## src/hdl/spdp_pkg.sv

```systemverilog
// Shared types and constants for the SMS deliver message parser.
// No dependencies; imported by every module of the block.
`default_nettype none

package spdp_pkg;

  localparam int MAX_ID_DIGITS_DEF = 20;
  localparam int STAMP_DIGITS_DEF  = 14;

  localparam logic [7:0] HDR_BYTE   = 8'h04;
  localparam logic [7:0] TYPE_BYTE  = 8'hc9;
  localparam logic [7:0] ZERO_BYTE  = 8'h00;
  localparam logic [7:0] ASCII_ZERO = 8'h30;
  localparam logic [7:0] NIB_MASK   = 8'h0f;

  localparam logic [2:0] K_SENDER = 3'd0;
  localparam logic [2:0] K_STAMP  = 3'd1;
  localparam logic [2:0] K_DLEN   = 3'd2;
  localparam logic [2:0] K_CHAR   = 3'd3;
  localparam logic [2:0] K_DONE   = 3'd4;
  localparam logic [2:0] K_ERROR  = 3'd5;

  // All results caused by one input byte, at most three.
  typedef struct packed {
    logic [1:0]      cnt;
    logic [2:0][2:0] kind;
    logic [2:0][7:0] value;
  } bundle_t;

endpackage

`default_nettype wire

```

## src/hdl/sms_deliver_pdu_parser.sv

```systemverilog
// SMS deliver message parser. Takes one message byte per request (frame_start marks the
// header byte) and returns sender digits, timestamp digits, the septet count, unpacked
// 7-bit characters, then complete or format error; one byte gives 0..3 results. A byte is
// taken when the two-entry bundle queue has room, also while earlier results still wait;
// results leave the output register one per cycle unless out_stall holds them.
// Depends on spdp_pkg, spdp_front, spdp_queue, spdp_back.
`default_nettype none

module sms_deliver_pdu_parser
  import spdp_pkg::*;
#(
  parameter int MAX_ID_DIGITS = MAX_ID_DIGITS_DEF,
  parameter int STAMP_DIGITS  = STAMP_DIGITS_DEF
) (
  input  wire logic       clk,
  input  wire logic       rst,
  input  wire logic       in_valid,
  output logic            in_stall,
  input  wire logic [7:0] byte_value,
  input  wire logic       frame_start,
  output logic            out_valid,
  input  wire logic       out_stall,
  output logic [2:0]      kind,
  output logic [7:0]      value,
  output logic            last_of_run
);

  logic    q_full, push, pop, head_valid;
  bundle_t push_data, head;

  assign in_stall = q_full;

  spdp_front #(
    .MAX_ID_DIGITS (MAX_ID_DIGITS),
    .STAMP_DIGITS  (STAMP_DIGITS)
  ) u_front (
    .clk         (clk),
    .rst         (rst),
    .in_valid    (in_valid),
    .byte_value  (byte_value),
    .frame_start (frame_start),
    .q_full      (q_full),
    .push        (push),
    .push_data   (push_data)
  );

  spdp_queue u_queue (
    .clk        (clk),
    .rst        (rst),
    .push       (push),
    .push_data  (push_data),
    .full       (q_full),
    .pop        (pop),
    .head_valid (head_valid),
    .head       (head)
  );

  spdp_back u_back (
    .clk         (clk),
    .rst         (rst),
    .head_valid  (head_valid),
    .head        (head),
    .pop         (pop),
    .out_valid   (out_valid),
    .out_stall   (out_stall),
    .kind        (kind),
    .value       (value),
    .last_of_run (last_of_run)
  );

endmodule

`default_nettype wire

```

## src/hdl/spdp_front.sv

```systemverilog
// Front end: accepts bytes, runs the message parse and builds result bundles.
// Depends on spdp_pkg.
`default_nettype none

module spdp_front
  import spdp_pkg::*;
#(
  parameter int MAX_ID_DIGITS = MAX_ID_DIGITS_DEF,
  parameter int STAMP_DIGITS  = STAMP_DIGITS_DEF
) (
  input  wire logic       clk,
  input  wire logic       rst,
  input  wire logic       in_valid,
  input  wire logic [7:0] byte_value,
  input  wire logic       frame_start,
  input  wire logic       q_full,
  output logic            push,
  output bundle_t         push_data
);

  localparam int STAMP_BYTES = (STAMP_DIGITS + 1) / 2;
  localparam int SBW         = $clog2(STAMP_BYTES + 1);
  localparam logic STAMP_ODD = (STAMP_DIGITS % 2) != 0;

  typedef enum logic [8:0] {
    PH_IDLE   = 9'b000000001,
    PH_LEN    = 9'b000000010,
    PH_TYPE   = 9'b000000100,
    PH_SENDER = 9'b000001000,
    PH_ZERO1  = 9'b000010000,
    PH_ZERO2  = 9'b000100000,
    PH_STAMP  = 9'b001000000,
    PH_DLEN   = 9'b010000000,
    PH_DATA   = 9'b100000000
  } phase_t;

  phase_t           phase, phase_next;
  logic [7:0]       digits_left, digits_left_next;
  logic [SBW-1:0]   stamp_bytes_left, stamp_bytes_left_next;
  logic [7:0]       septets_left, septets_left_next;
  logic [6:0]       carry_bits, carry_bits_next;
  logic [2:0]       bit_offset, bit_offset_next;
  logic             accept;
  logic [1:0]       n;
  bundle_t          bnd;

  assign accept    = in_valid && !q_full;
  assign push      = accept && (n != 2'd0);
  assign push_data = bnd;

  always_comb begin
    logic [2:0] off;
    logic [6:0] ch;
    logic [7:0] sl;
    logic [7:0] dl;
    phase_next            = phase;
    digits_left_next      = digits_left;
    stamp_bytes_left_next = stamp_bytes_left;
    septets_left_next     = septets_left;
    carry_bits_next       = carry_bits;
    bit_offset_next       = bit_offset;
    n   = 2'd0;
    bnd = '0;
    off = (bit_offset > 3'd6) ? 3'd0 : bit_offset;
    ch  = 7'(((byte_value & (8'h7f >> off)) << off) | {1'b0, carry_bits});
    sl  = septets_left;
    dl  = digits_left;
    if (frame_start) begin
      digits_left_next      = '0;
      stamp_bytes_left_next = '0;
      septets_left_next     = '0;
      carry_bits_next       = '0;
      bit_offset_next       = '0;
      if (byte_value != HDR_BYTE) begin
        bnd.kind[0] = K_ERROR;
        n           = 2'd1;
        phase_next  = PH_IDLE;
      end else begin
        phase_next = PH_LEN;
      end
    end else begin
      unique case (phase)
        PH_IDLE: ;
        PH_LEN: begin
          if (byte_value > 8'(MAX_ID_DIGITS)) begin
            bnd.kind[0] = K_ERROR;
            n           = 2'd1;
            phase_next  = PH_IDLE;
          end else begin
            digits_left_next = byte_value;
            phase_next       = PH_TYPE;
          end
        end
        PH_TYPE: begin
          if (byte_value != TYPE_BYTE) begin
            bnd.kind[0] = K_ERROR;
            n           = 2'd1;
            phase_next  = PH_IDLE;
          end else begin
            phase_next = (digits_left == 8'd0) ? PH_ZERO1 : PH_SENDER;
          end
        end
        PH_SENDER: begin
          bnd.kind[0]  = K_SENDER;
          bnd.value[0] = (byte_value & NIB_MASK) + ASCII_ZERO;
          n  = 2'd1;
          dl = dl - 8'd1;
          if (dl != 8'd0) begin
            bnd.kind[1]  = K_SENDER;
            bnd.value[1] = (byte_value >> 4) + ASCII_ZERO;
            n  = 2'd2;
            dl = dl - 8'd1;
          end
          digits_left_next = dl;
          if (dl == 8'd0) phase_next = PH_ZERO1;
        end
        PH_ZERO1: begin
          if (byte_value != ZERO_BYTE) begin
            bnd.kind[0] = K_ERROR;
            n           = 2'd1;
            phase_next  = PH_IDLE;
          end else begin
            phase_next = PH_ZERO2;
          end
        end
        PH_ZERO2: begin
          if (byte_value != ZERO_BYTE) begin
            bnd.kind[0] = K_ERROR;
            n           = 2'd1;
            phase_next  = PH_IDLE;
          end else begin
            stamp_bytes_left_next = SBW'(STAMP_BYTES);
            phase_next = (STAMP_BYTES == 0) ? PH_DLEN : PH_STAMP;
          end
        end
        PH_STAMP: begin
          bnd.kind[0]  = K_STAMP;
          bnd.value[0] = (byte_value & NIB_MASK) + ASCII_ZERO;
          n = 2'd1;
          if (!(stamp_bytes_left == SBW'(1) && STAMP_ODD)) begin
            bnd.kind[1]  = K_STAMP;
            bnd.value[1] = (byte_value >> 4) + ASCII_ZERO;
            n = 2'd2;
          end
          stamp_bytes_left_next = stamp_bytes_left - SBW'(1);
          if (stamp_bytes_left == SBW'(1)) phase_next = PH_DLEN;
        end
        PH_DLEN: begin
          septets_left_next = byte_value;
          carry_bits_next   = '0;
          bit_offset_next   = '0;
          bnd.kind[0]  = K_DLEN;
          bnd.value[0] = byte_value;
          n = 2'd1;
          if (byte_value == 8'd0) begin
            bnd.kind[1] = K_DONE;
            n           = 2'd2;
            phase_next  = PH_IDLE;
          end else begin
            phase_next = PH_DATA;
          end
        end
        PH_DATA: begin
          bnd.kind[0]  = K_CHAR;
          bnd.value[0] = {1'b0, ch};
          n  = 2'd1;
          sl = sl - 8'd1;
          carry_bits_next = 7'(byte_value >> (3'd7 - off));
          bit_offset_next = off + 3'd1;
          if (off == 3'd6) begin
            if (sl != 8'd0) begin
              bnd.kind[1]  = K_CHAR;
              bnd.value[1] = {1'b0, 7'(byte_value >> 1)};
              n  = 2'd2;
              sl = sl - 8'd1;
            end
            carry_bits_next = '0;
            bit_offset_next = '0;
          end
          septets_left_next = sl;
          if (sl == 8'd0) begin
            bnd.kind[n] = K_DONE;
            n           = n + 2'd1;
            phase_next  = PH_IDLE;
          end
        end
        default: phase_next = PH_IDLE;
      endcase
    end
    bnd.cnt = n;
  end

  always_ff @(posedge clk) begin
    if (rst) begin
      phase            <= PH_IDLE;
      digits_left      <= '0;
      stamp_bytes_left <= '0;
      septets_left     <= '0;
      carry_bits       <= '0;
      bit_offset       <= '0;
    end else if (accept) begin
      phase            <= phase_next;
      digits_left      <= digits_left_next;
      stamp_bytes_left <= stamp_bytes_left_next;
      septets_left     <= septets_left_next;
      carry_bits       <= carry_bits_next;
      bit_offset       <= bit_offset_next;
    end
  end

endmodule

`default_nettype wire

```

## src/hdl/spdp_queue.sv

```systemverilog
// Two-entry queue of result bundles between front and back end.
// Depends on spdp_pkg.
`default_nettype none

module spdp_queue
  import spdp_pkg::*;
(
  input  wire logic    clk,
  input  wire logic    rst,
  input  wire logic    push,
  input  wire bundle_t push_data,
  output logic         full,
  input  wire logic    pop,
  output logic         head_valid,
  output bundle_t      head
);

  bundle_t    mem [2];
  logic       wr_ptr, rd_ptr;
  logic [1:0] count;

  assign full       = (count == 2'd2);
  assign head_valid = (count != 2'd0);
  assign head       = mem[rd_ptr];

  always_ff @(posedge clk) begin
    if (push) mem[wr_ptr] <= push_data;
  end

  always_ff @(posedge clk) begin
    if (rst) begin
      wr_ptr <= 1'b0;
      rd_ptr <= 1'b0;
      count  <= 2'd0;
    end else begin
      if (push) wr_ptr <= !wr_ptr;
      if (pop)  rd_ptr <= !rd_ptr;
      count <= count + 2'(push) - 2'(pop);
    end
  end

endmodule

`default_nettype wire

```

## src/hdl/spdp_back.sv

```systemverilog
// Back end: unpacks queued bundles into single results behind an output register.
// Depends on spdp_pkg.
`default_nettype none

module spdp_back
  import spdp_pkg::*;
(
  input  wire logic    clk,
  input  wire logic    rst,
  input  wire logic    head_valid,
  input  wire bundle_t head,
  output logic         pop,
  output logic         out_valid,
  input  wire logic    out_stall,
  output logic [2:0]   kind,
  output logic [7:0]   value,
  output logic         last_of_run
);

  bundle_t    cur;
  logic       cur_valid;
  logic [1:0] cur_pos;
  logic       adv;
  logic       cur_last;

  assign adv      = !out_valid || !out_stall;
  assign cur_last = cur_valid && (cur_pos == cur.cnt - 2'd1);
  assign pop      = head_valid && (!cur_valid || (adv && cur_last));

  always_ff @(posedge clk) begin
    if (rst) begin
      cur_valid <= 1'b0;
      cur_pos   <= 2'd0;
      out_valid <= 1'b0;
    end else begin
      if (adv) begin
        out_valid <= cur_valid;
        if (cur_valid) cur_pos <= cur_pos + 2'd1;
      end
      if (pop) begin
        cur_valid <= 1'b1;
        cur_pos   <= 2'd0;
      end else if (adv && cur_last) begin
        cur_valid <= 1'b0;
      end
    end
  end

  always_ff @(posedge clk) begin
    if (pop) cur <= head;
    if (adv && cur_valid) begin
      kind        <= cur.kind[cur_pos];
      value       <= cur.value[cur_pos];
      last_of_run <= cur_last;
    end
  end

  a_end_is_last: assert property (@(posedge clk) disable iff (rst)
    out_valid && (kind == K_DONE || kind == K_ERROR) |-> last_of_run)
    else $error("done or error result not marked last");

  a_pos_in_range: assert property (@(posedge clk) disable iff (rst)
    cur_valid |-> (cur_pos < cur.cnt))
    else $error("bundle position past its count");

  a_no_empty_bundle: assert property (@(posedge clk) disable iff (rst)
    pop |-> (head.cnt != 2'd0))
    else $error("empty bundle in queue");

endmodule

`default_nettype wire
```

## config.mk

```make
export PLATFORM = sky130hd
export DESIGN_NAME = sms_deliver_pdu_parser
export DESIGN_NICKNAME = d
export VERILOG_FILES = /design/src/hdl/spdp_pkg.sv /design/src/hdl/sms_deliver_pdu_parser.sv /design/src/hdl/spdp_front.sv /design/src/hdl/spdp_queue.sv /design/src/hdl/spdp_back.sv
export SDC_FILE = /design/constraint.sdc
export NUM_CORES = 1
export LEC_CHECK = 0
export BUFFER_PORTS_ARGS = -buffer_cell sky130_fd_sc_hd__buf_2
export CORE_ASPECT_RATIO = 1.4
export CORE_MARGIN = 3
export CORE_UTILIZATION = 43
export CTS_CLUSTER_SIZE = 40
export DETAILED_ROUTE_END_ITERATION = 7
export PLACE_DENSITY = 0.65
export REMOVE_ABC_BUFFERS = 1
export SYNTH_ARGS = -nofsm -noshare
export SYNTH_HDL_FRONTEND = slang
export SYNTH_SLANG_ARGS = --single-unit
```

## constraint.sdc

```tcl
create_clock -name clk -period 13.9 [get_ports clk]
set_clock_uncertainty 0.05 [all_clocks]
set_input_delay 1.39 -clock clk [delete_from_list [all_inputs] [get_ports clk]]
set_output_delay 1.39 -clock clk [all_outputs]
set_load 0.005 [all_outputs]
```

==> results of run 1 <==
layout make-up:
cell class / count / share of cell area, %
clock buffers: 17 / 5.20
clock inverters: 15 / 2.20
inverters: 21 / 0.964
multi-input cells: 553 / 44.3
flip-flops and latches: 130 / 42.1
well taps: 203 / 3.11
repair buffers: 32 / 2.14
logic make-up (layout without fill, tap and decap cells):
family / Yosys count / count (layout) / share of synthesized area [%]
compound gates: 190 / 190 / 17.1
xor+xnor: 24 / 24 / 2.86
fa+ha+maj: 12 / 12 / 2.04
buf+inv: 79 / 85 / 4.20
flops: 130 / 130 / 46.8
mux: 50 / 50 / 7.60
simple gates: 277 / 277 / 19.4
sequential cells by signal, summed over array words and instances, names as in the netlist:
register and cells:
u_queue.wr_ptr 1, u_queue.count 2, u_queue.mem 48, u_back.kind 3
u_back.cur 24, u_back.out_valid 1, u_front.phase 9, u_queue.rd_ptr 1
u_front.digits_left 8, u_back.last_of_run 1, u_back.value 8, u_front.septets_left 8
u_front.bit_offset 3, u_back.cur_valid 1, u_front.stamp_bytes_left 3, u_front.carry_bits 7
u_back.cur_pos 2
worst register-to-register path, stage by stage (launching register included):
cell,delay [ns]
dfxtp_1,0.59
inv_1,0.09
ha_1,0.31
xnor2_1,0.40
nand4_1,0.31
a2111oi_4,0.47
o211ai_1,0.20
a21oi_2,0.28
ha_1,0.28
a21o_1,0.16
a2111oi_0,0.47
or3_1,0.27
nand2_1,0.08
ha_1,0.21
xor2_1,0.15
xnor2_1,0.13
nor2_1,0.05
cell usage after synthesis (7+ instances only):
master,count
a21oi_1,44
a22oi_1,17
a31oi_1,7
and2_1,7
clkbuf_1,47
dfxtp_1,46
edfxtp_1,84
ha_1,12
inv_1,21
mux2_2,27
mux2i_1,21
nand2_1,55
nand3_1,8
nand4_1,12
nor2_1,84
nor2b_1,13
nor3_1,22
nor4_1,8
o21ai_0,47
o31ai_1,7
or2_2,7
or3_1,16
xnor2_1,15
xor2_1,9
power by group:
group          total (uW)  switching [uW]  internal [uW]
logic                 173            95.2           78.0
registers             522            34.6            487
clock network         456             172            284
total                1150             302            849
worst max path at each step:
stage	from	end	slack (ns)	depth (start not counted)
4_1_cts	u_front.septets_left[0]	u_queue.count[1]	9.29	16
5_1_grt	u_front.septets_left[0]	u_queue.count[1]	8.94	16
3_3_place_gp	byte_value[6]	u_queue.count[1]	9.37	12
2_1_floorplan	u_front.septets_left[0]	u_queue.mem[1][0]	9.31	12
6_report	u_front.septets_left[0]	u_queue.count[1]	9.26	16
3_5_place_dp	byte_value[6]	u_queue.count[1]	9.31	12
per-layer routing:
metal	vias up	part of all wire [%]	global-route usage, %
li1	2813	-	-
met1	2762	42	24.6
met2	185	52	33.5
met3	33	4.0	4.15
met4	0	2.2	6.73
met5	-	0	0
through the flow:
step | power (uW) | utilization (%)
floorplan | 642 | -
global placement | 700 | 45.2
detailed placement | 705 | 45.2
CTS | 1160 | 48.8
global route | 1210 | 48.8
finish | 1150 | 48.8
==> run_results.csv, run 1 <==
group,metric,value,unit
outcome,status,"complete, no violations",
die,initial_core_util,43.9,%
hold_path,worst_hold_startpoint,"u_front.carry_bits[0]",
logic_synthesis,ys_seq_area_share,46.8,%
global_route,grt-ovfl-total,0,
die,core_region_area,16700,um^2
final_layout,fin_area,8170,um^2
logic_synthesis,syn_area_per_cell,9.65,um^2
clock_tree,htree_levels,4,
sta,fmax,216,MHz
logic_synthesis,synthTopCellsByArea,"edfxtp_1 (34%), dfxtp_1 (13%), nor2_1 (4.3%)",
hold_path,holdPathEnd,"u_front.carry_bits[0]",
setup_path,critPathRequiredTime,14.12,ns
logic_synthesis,synth_area,7360,um^2
logic_synthesis,async_flop_share,0,%
global_route,grt_pass1_wl,29200,um
logic_synthesis,netlist-cell-type-count,74,
setup_path,r2r-start,"u_front.septets_left[0]",
sta,setup_viol,0,
setup_path,rrSetupSlack,9.26,ns
clock_tree,numCtsBuffers,17,
clock_tree,post_cts_resize_count,0,
place,dp.cells,939,
clock_tree,cts.sinks,130,
place,dp_hpwl,12600,um
setup_path,path_cells,"inv_1, ha_1, xnor2_1, nand4_1, a2111oi_4, o211ai_1, a21oi_2, ha_1, a21o_1, a2111oi_0, or3_1, nand2_1, ha_1, xor2_1, xnor2_1, nor2_1",
setup_path,crit_path_max_fanout,14,
sta,setup_tns,0,ns
power,peakVddDrop,0.0597,mV
sta,rsz0062_at_grt,"no",
logic_synthesis,ys_seq_elements,130,
die,die_w,117,um
route,drt_iter0_markers,579,
clock_tree,insertion_delay,0.42,ns
setup_path,crit_top_cell,"ha_1",
final_layout,area_growth,11.1,%
setup_path,r2r_end,"u_queue.count[1]",
final_layout,mostFrequentLayoutCells,"nor2_1 (84), edfxtp_1 (84), nand2_1 (55), o21ai_0 (47), dfxtp_1 (46)",
clock_tree,cts_tree,"done",
setup_path,worstSetupPathType,"reg2reg",
sta,max_slew_margin,27.4,%
die,die_h,161,um
setup_path,start_kind,"register",
setup_path,end_kind,"register",
final_layout,drive_above_1_share,14.6,%
sta,fin_crit_sh,33.4,%
place,place_ws,9.31,ns
place,placed_area,7570,um^2
final_layout,n_fill_cell,1515,
logic_synthesis,synth-edff-count,84,
route,via_count,5793,
route,route.detailed.drc,0,
logic_synthesis,netlist.top_cell.by_area,"edfxtp_1",
logic_synthesis,ys_warn_count,0,
die,rows,56,
hold_path,hp-class,"reg2reg",
clock_tree,cts_setup_buffers,0,
global_route,grt_usage,19.7,%
logic_synthesis,yosysTopAreaCellShare,34.3,%
clock_tree,clock-root-buffer,"clkbuf_16",
logic_synthesis,synthCells,762,
final_layout,layout.cells.non_filler,971,
global_route,antenna_found_initial,0,
route,drt-total-wl,17700,um
sta,layout_setup_ws,9.26,ns
route,wire_per_inst,18.3,um
die,dieArea,18700,um^2
clock_tree,cts_buffer_depth,2,
clock_tree,clk_pin_slew_worst_paths,0.06,ns
route,antenna_left,0,
setup_path,crit_slowest_cell,"dfxtp_1",
setup_path,crit_family,"compound AO/OA/AOI/OAI gates",
place,gp_congestion,0.958,
setup_path,slowest_delay,0.59,ns
die,pin_count,27,
clock_tree,postCtsHoldBufs,0,
job,timing.max_cap.violations,0,
setup_path,arrival,4.85,ns
power,power_density,141,nW/um^2
sta,final_max_slew_viol_count,0,
power,p_leak,0.00285,uW
global_route,grt_max_degree,49,
final_layout,n_antenna_cell,0,
sta,hold_viol_final,0,
final_layout,multiInputGateArea,3620,um^2
route,via_per_inst,5.97,
sta,worst_pin_slew,1.09,ns
setup_path,r2r_cells,16,
sta,hold_slack,0.421,ns
setup_path,worst-path-buf-inv,1,
final_layout,seq_area,3440,um^2
logic_synthesis,synthFlopType,"edfxtp_1",
global_route,grt_pass1_vias,5659,
place,io_buffer_count,26,
final_layout,fin_nets,780,
sta,fin_crit,4.64,ns
hold_path,hold_path_depth,2,
route,drt_pass1_iterations,6,
(Power assumes the default switching activity.)
==> run 2, diff against run 1 <==
--- a/config.mk
+++ b/config.mk
@@ -5,6 +5,7 @@
 export SDC_FILE = /design/constraint.sdc
 export NUM_CORES = 1
 export LEC_CHECK = 0
+export ABC_AREA = 1
 export BUFFER_PORTS_ARGS = -buffer_cell sky130_fd_sc_hd__buf_2
 export CORE_ASPECT_RATIO = 1.4
 export CORE_MARGIN = 3
==> constraint.sdc (replaced) <==
create_clock -name clk -period 4.3 [get_ports clk]
set_clock_uncertainty 0.05 [all_clocks]
set_input_delay 0.43 -clock clk [delete_from_list [all_inputs] [get_ports clk]]
set_output_delay 0.43 -clock clk [all_outputs]
set_load 0.005 [all_outputs]
==> run 2 against run 1 <==
Against the previous run:
- sequential cell count is the same
- final area shrank 2.1%
- core utilization grew 0.49 points
- register-to-register slack lost 8.8 ns
- count of clock-buffer cells in the layout grew 2
- sequential power grew to 3.4 times the previous value
- sequential share of layout area grew 0.88 points
- cell count grew 17%
- combinational power grew to 6.0 times the previous value
- worst hold slack lost 0.17 ns
- via count grew 1.6%
==> run_results.csv, run 2 <==
group,metric,value,unit
outcome,status,"complete, no violations",
power,power_density,525,nW/um^2
logic_synthesis,synthTopCellsByArea,"edfxtp_1 (35%), nand2_1 (13%), dfxtp_1 (13%)",
route,drt_pass1_iterations,7,
job,timing.max_cap.violations,0,
place,io_buffer_count,26,
route,via_count,5886,
sta,hold_viol_final,0,
clock_tree,cts_setup_buffers,0,
logic_synthesis,yosysMostFrequentCell,"nand2_1",
final_layout,drive_above_1_share,13.3,%
clock_tree,clock-root-buffer,"clkbuf_16",
logic_synthesis,synth-edff-count,84,
logic_synthesis,synth_area,7120,um^2
route,antenna_left,0,
power,seqPwrFrac,42.4,%
global_route,grt_max_degree,34,
global_route,grt-ovfl-total,0,
logic_synthesis,ys_seq_area_share,48.3,%
global_route,grt_usage,18.9,%
route,drt-total-wl,16200,um
sta,fin_crit,3.89,ns
die,dieArea,18200,um^2
power,peakVddDrop,0.233,mV
logic_synthesis,netlist.top_cell.by_area,"edfxtp_1",
setup_path,r2r_cells,23,
global_route,antenna_found_initial,0,
sta,fmax,257,MHz
logic_synthesis,async_flop_share,0,%
final_layout,largestRegisters,"u_queue.mem x48, u_back.cur x24, u_front.phase x9",
sta,setup_viol,0,
logic_synthesis,ys_warn_count,0,
place,placed_area,7430,um^2
setup_path,end_kind,"register",
setup_path,start_kind,"register",
logic_synthesis,synthCells,898,
logic_synthesis,yosysTopAreaCellShare,35.4,%
die,die_w,115,um
hold_path,hp-class,"in2reg",
place,dp_hpwl,11700,um
clock_tree,cts.sinks,130,
final_layout,multiInputGateArea,3150,um^2
final_layout,fin_nets,946,
sta,rsz0062_at_grt,"no",
sta,setup_tns,0,ns
logic_synthesis,synthFlopType,"edfxtp_1",
die,rows,55,
logic_synthesis,ys_seq_elements,130,
sta,final_max_slew_viol_count,0,
sta,worst_pin_slew,0.726,ns
final_layout,fin_area,8010,um^2
final_layout,n_fill_cell,1583,
clock_tree,numCtsBuffers,17,
power,p_clk_share,33.1,%
setup_path,worstSetupPathType,"reg2reg",
die,core_region_area,16200,um^2
logic_synthesis,synth_common_cells,"nand2_1 (251), inv_1 (95), nor2_1 (86)",
final_layout,largest_register_ff_count,48,
sta,fin_crit_sh,90.4,%
final_layout,final_common_cell,"nand2_1",
clock_tree,cts_tree,"done",
setup_path,arrival,3.93,ns
route,route.detailed.drc,0,
logic_synthesis,syn_area_per_cell,7.93,um^2
die,die_h,158,um
die,pin_count,27,
clock_tree,htree_levels,4,
route,drt_iter0_markers,446,
clock_tree,clk_pin_slew_worst_paths,0.06,ns
final_layout,area_growth,12.4,%
sta,max_slew_margin,51.3,%
route,wire_per_inst,14.3,um
hold_path,hold_path_depth,3,
clock_tree,cts_buffer_depth,2,
clock_tree,insertion_delay,0.43,ns
final_layout,mostFrequentLayoutCells,"nand2_1 (251), inv_1 (94), nor2_1 (85), edfxtp_1 (84), a21oi_1 (64)",
route,via_per_inst,5.20,
final_layout,n_antenna_cell,0,
global_route,grt_pass1_wl,26800,um
place,gp_congestion,0.914,
power,p_leak,0.00323,uW
setup_path,critPathRequiredTime,4.34,ns
final_layout,seq_area,3440,um^2
power,netSwitchingPower,1350,uW
final_layout,regMostFlops,"u_queue.mem",
logic_synthesis,netlist-cell-type-count,47,
die,initial_core_util,43.9,%
setup_path,crit_path_max_fanout,12,
global_route,grt_pass1_vias,5545,
power,power.internal,2850,uW
power,combPwrFrac,24.5,%
power,p_sw_share,32.1,%
-- run 2: cell types whose count changed after synthesis, moves of 10 or more --
cell and delta:
o211ai_1 +11, clkbuf_1 -24, or3_1 -15, a22oi_1 -16, nand2_1 +196, xnor2_1 -10
a21oi_1 +20, nor2b_1 -13, inv_2 +13, mux2_2 -27, nand3_1 +37, inv_1 +74
mux2i_1 -21, nand2_2 +17
-- run 2: through the flow --
stage | util [%] | cells | setup slack [ns] | total power (uW) | hold WS (ns)
floorplan | - | 869 | 0.370 | 2530 | 0.365
global placement | 45.7 | 1100 | 0.461 | 2820 | 0.405
detailed placement | 45.7 | 1100 | 0.423 | 2840 | 0.408
CTS | 49.2 | 1132 | 0.396 | 4240 | 0.234
global route | 49.3 | 1133 | 0.0317 | 4480 | 0.264
finish | 49.3 | 1133 | 0.412 | 4200 | 0.249
-- run 2: what timing repair did --
item | in CTS | in global routing
hold buffers | 0 | 0
resized for setup | 0 | 2
hold endpoints to repair | 0 | 0
endpoints found under the setup margin | 0 | 24
-- run 2: power by group through the flow --
| stage | logic [uW] | clock network (uW) | registers (uW) |
|---|---|---|---|
| 2_1_floorplan | 718 | 0 | 1810 |
| 3_3_place_gp | 1020 | 0 | 1800 |
| 3_5_place_dp | 1040 | 0 | 1800 |
| 5_1_grt | 1190 | 1480 | 1810 |
| 4_1_cts | 1040 | 1420 | 1780 |
| 6_report | 1030 | 1390 | 1780 |
-- run 2: path summary, 6_finish.rpt --
path	start	to	slack, ns
setup / recovery	u_front.septets_left[0]	u_queue.mem[1][3]	0.41
hold / removal	out_stall	u_back.out_valid	0.25
setup reg to reg	u_front.septets_left[0]	u_queue.mem[1][3]	0.41
hold reg to reg	u_front.carry_bits[4]	u_front.carry_bits[4]	0.42
-- run 2: metal layers --
| metal | global-route usage [%] | up-vias | routed length, um |
|---|---|---|---|
| met2 | 34.1 | 113 | 8590 |
| met1 | 21.3 | 2717 | 6660 |
| met4 | 7.38 | 0 | 400 |
| met3 | 4.83 | 35 | 551 |
| met5 | 0 | - | 0 |
| li1 | - | 3021 | - |
-- run 2: logic make-up after synthesis --
family | synth area share (%)
AO/OA/AOI/OAI | 11.5
AND/OR/NAND/NOR | 28.7
buffers and inverters | 7.55
XOR/XNOR | 1.72
adder cells (fa/ha/maj) | 2.11
flip-flops | 48.3
-- run 2: final cells by class --
type | count | share of cell area (%)
timing repair inverter | 1 | 0.0938
timing repair buffer | 32 | 2.19
inverter | 110 | 5.20
clock buffer | 19 | 5.41
clock inverter | 13 | 1.70
multi-input combinational | 629 | 39.3
tap | 199 | 3.11
sequential | 130 | 43.0
-- run 2: critical path, stage by stage (launching register included) --
cell and delay [ns]:
dfxtp_1 0.35, inv_1 0.18, ha_1 0.28, inv_1 0.08, nand2_1 0.07, nand2_2 0.08
inv_2 0.07, nand3_2 0.11, nor2_4 0.15, nand3_4 0.14, nand2_2 0.13, nor2_1 0.06
nor2_2 0.09, nand2_1 0.07, nor2_2 0.14, nand2_2 0.09, inv_1 0.06, ha_1 0.22
a21oi_1 0.14, o211ai_1 0.11, a21boi_1 0.18, nand2_1 0.11, nand3_1 0.23, clkinvlp_4 0.35
==> run 3, diff against run 2 <==
--- a/config.mk
+++ b/config.mk
@@ -12,7 +12,6 @@
 export CORE_UTILIZATION = 43
 export CTS_CLUSTER_SIZE = 40
 export DETAILED_ROUTE_END_ITERATION = 7
-export PLACE_DENSITY = 0.65
 export REMOVE_ABC_BUFFERS = 1
 export SYNTH_ARGS = -nofsm -noshare
 export SYNTH_HDL_FRONTEND = slang
==> run 3 against run 2 <==
Against the previous run:
- setup slack gained 0.085 ns
- wire length grew 0.41%
- register-to-register slack gained 0.09 ns
- highest routed layer unchanged
- global-route usage is essentially flat
- core utilization grew 0.16 points
- count of clock-buffer cells in the layout grew 2
- die area is the same
- total power shrank 0.66%
- sequential share of layout area shrank 0.14 points
- worst hold slack lost 0.0018 ns
- critical path depth grew 4
- via count shrank 1.3%
==> run_results.csv, run 3 (same netlist as run 2, synthesis figures left out) <==
group,metric,value,unit
outcome,status,"complete, no violations",
sta,setup_viol,0,
power,peakVddDrop,0.170,mV
setup_path,slowest_delay,0.35,ns
final_layout,fin_nets,948,
clock_tree,insertion_delay,0.42,ns
setup_path,critPathRequiredTime,4.56,ns
route,route.detailed.drc,0,
sta,rsz0062_at_grt,"no",
place,io_buffer_count,26,
global_route,grt_max_degree,34,
clock_tree,numCtsBuffers,17,
power,p_leak,0.00326,uW
final_layout,n_fill_cell,1602,
global_route,grt_usage,18.9,%
route,via_count,5811,
global_route,grt_pass1_vias,5555,
job,timing.max_cap.violations,0,
sta,hold_viol_final,0,
setup_path,end_kind,"register",
final_layout,final_common_cell,"nand2_1",
die,core_region_area,16200,um^2
clock_tree,cts.sinks,130,
sta,worst_pin_slew,0.878,ns
die,initial_core_util,43.9,%
clock_tree,clock-root-buffer,"clkbuf_16",
setup_path,r2r_end,"u_queue.count[1]",
setup_path,crit_family,"simple AND/OR/NAND/NOR gates",
hold_path,worst_hold_startpoint,"out_stall",
die,dieArea,18200,um^2
sta,layout_setup_ws,0.498,ns
setup_path,r2r_cells,27,
die,die_w,115,um
setup_path,rrSetupSlack,0.50,ns
final_layout,utilization,49.5,%
setup_path,crit_slowest_cell,"dfxtp_1",
clock_tree,cts_tree,"done",
clock_tree,postCtsHoldBufs,0,
final_layout,regMostFlops,"u_queue.mem",
final_layout,area_growth,12.8,%
route,via_per_inst,5.12,
global_route,grt-ovfl-total,0,
setup_path,crit_path_max_fanout,6,
sta,fin_crit,3.80,ns
die,pin_count,27,
setup_path,arrival,4.06,ns
sta,fmax,263,MHz
power,power_density,519,nW/um^2
global_route,antenna_found_initial,0,
route,drt_iter0_markers,395,
hold_path,hold_path_depth,3,
setup_path,crit_top_cell,"nand2_1",
place,dp.cells,1100,
place,place_ws,0.374,ns
power,power.total,4170,uW
place,dp_hpwl,11800,um
final_layout,largestRegisters,"u_queue.mem x48, u_back.cur x24, u_front.phase x9",
sta,final_max_slew_viol_count,0,
setup_path,r2r-start,"u_front.septets_left[0]",
route,wire_per_inst,14.3,um
global_route,grt_pass1_wl,26900,um
setup_path,start_kind,"register",
sta,setup_tns,0,ns
hold_path,hp-class,"in2reg",
place,gp_congestion,0.903,
final_layout,layout.cells.non_filler,1135,
sta,max_slew_margin,41.4,%
setup_path,worstSetupPathType,"reg2reg",
route,drt-total-wl,16300,um
setup_path,worst-path-buf-inv,4,
sta,fin_crit_sh,88.4,%
clock_tree,clk_pin_slew_worst_paths,0.06,ns
route,antenna_left,0,
die,rows,55,
final_layout,mostFrequentLayoutCells,"nand2_1 (251), inv_1 (94), nor2_1 (85), edfxtp_1 (84), a21oi_1 (64)",
final_layout,largest_register_ff_count,48,
route,drt_pass1_iterations,7,
final_layout,n_antenna_cell,0,
die,die_h,158,um
hold_path,holdPathEnd,"u_back.out_valid",
clock_tree,htree_levels,4,
clock_tree,cts_buffer_depth,2,
final_layout,drive_above_1_share,13.6,%
## run 3: what timing repair did
item,CTS,global route
setup endpoints to repair,0,24
setup buffers,0,2
gates resized for setup,0,2
## run 3: cell type report
type                            instances  area (um^2)  area share (%)
Clock buffer                           21          493            6.14
Tap cell                              199          249            3.10
Inverter                              110          417            5.19
Sequential cell                       130         3440            42.9
Multi-Input combinational cell        629         3150            39.2
Timing Repair inverter                  1         7.51          0.0935
Clock inverter                         11         75.1           0.935
Timing Repair Buffer                   34          203            2.52
## run 3: worst max-delay path by stage
stage | slack, ns | to | cells after the start | startpoint
after floorplan | 0.37 | u_queue.mem[0][0] | 24 | u_front.septets_left[0]
after global placement | 0.44 | u_queue.mem[1][4] | 24 | u_front.septets_left[0]
after detailed placement | 0.37 | u_queue.mem[1][4] | 24 | u_front.septets_left[0]
after CTS | 0.36 | u_queue.mem[1][9] | 24 | u_front.septets_left[0]
after global routing | 0.008 | u_queue.count[1] | 27 | u_front.septets_left[0]
final | 0.50 | u_queue.count[1] | 27 | u_front.septets_left[0]
## run 3: per-layer routing
layer	GRT usage (%)	share of wire [%]	wire length, um	vias to the layer above
met2	34.1	52	8470	124
met4	7.72	2.9	468	0
met5	0	0	0	-
met3	3.95	3.3	536	44
li1	-	-	-	3024
met1	21.6	42	6790	2619
## run 3: per-stage QoR
stage          hold WS [ns]  area, um^2
3_3_place_gp          0.400        7430
4_1_cts               0.239        7990
3_5_place_dp          0.404        7430
5_1_grt               0.252        8030
2_1_floorplan         0.365        7000
6_report              0.247        8030
## run 3: worst reg2reg max path, delay by kind of cell, from the launching register on
family / cells / cell delay (ns)
AO/OA/AOI/OAI: 5 / 0.63
adder cells (fa/ha/maj): 3 / 0.69
flip-flops: 1 / 0.35
XOR/XNOR: 1 / 0.15
buffers and inverters: 4 / 0.39
AND/OR/NAND/NOR: 14 / 1.43
## run 3: power breakdown
group / internal (uW) / leakage [uW] / switching, uW
Sequential: 1680 / 0.00117 / 131
Clock: 820 / 0.000281 / 543
Combinational: 318 / 0.00180 / 680
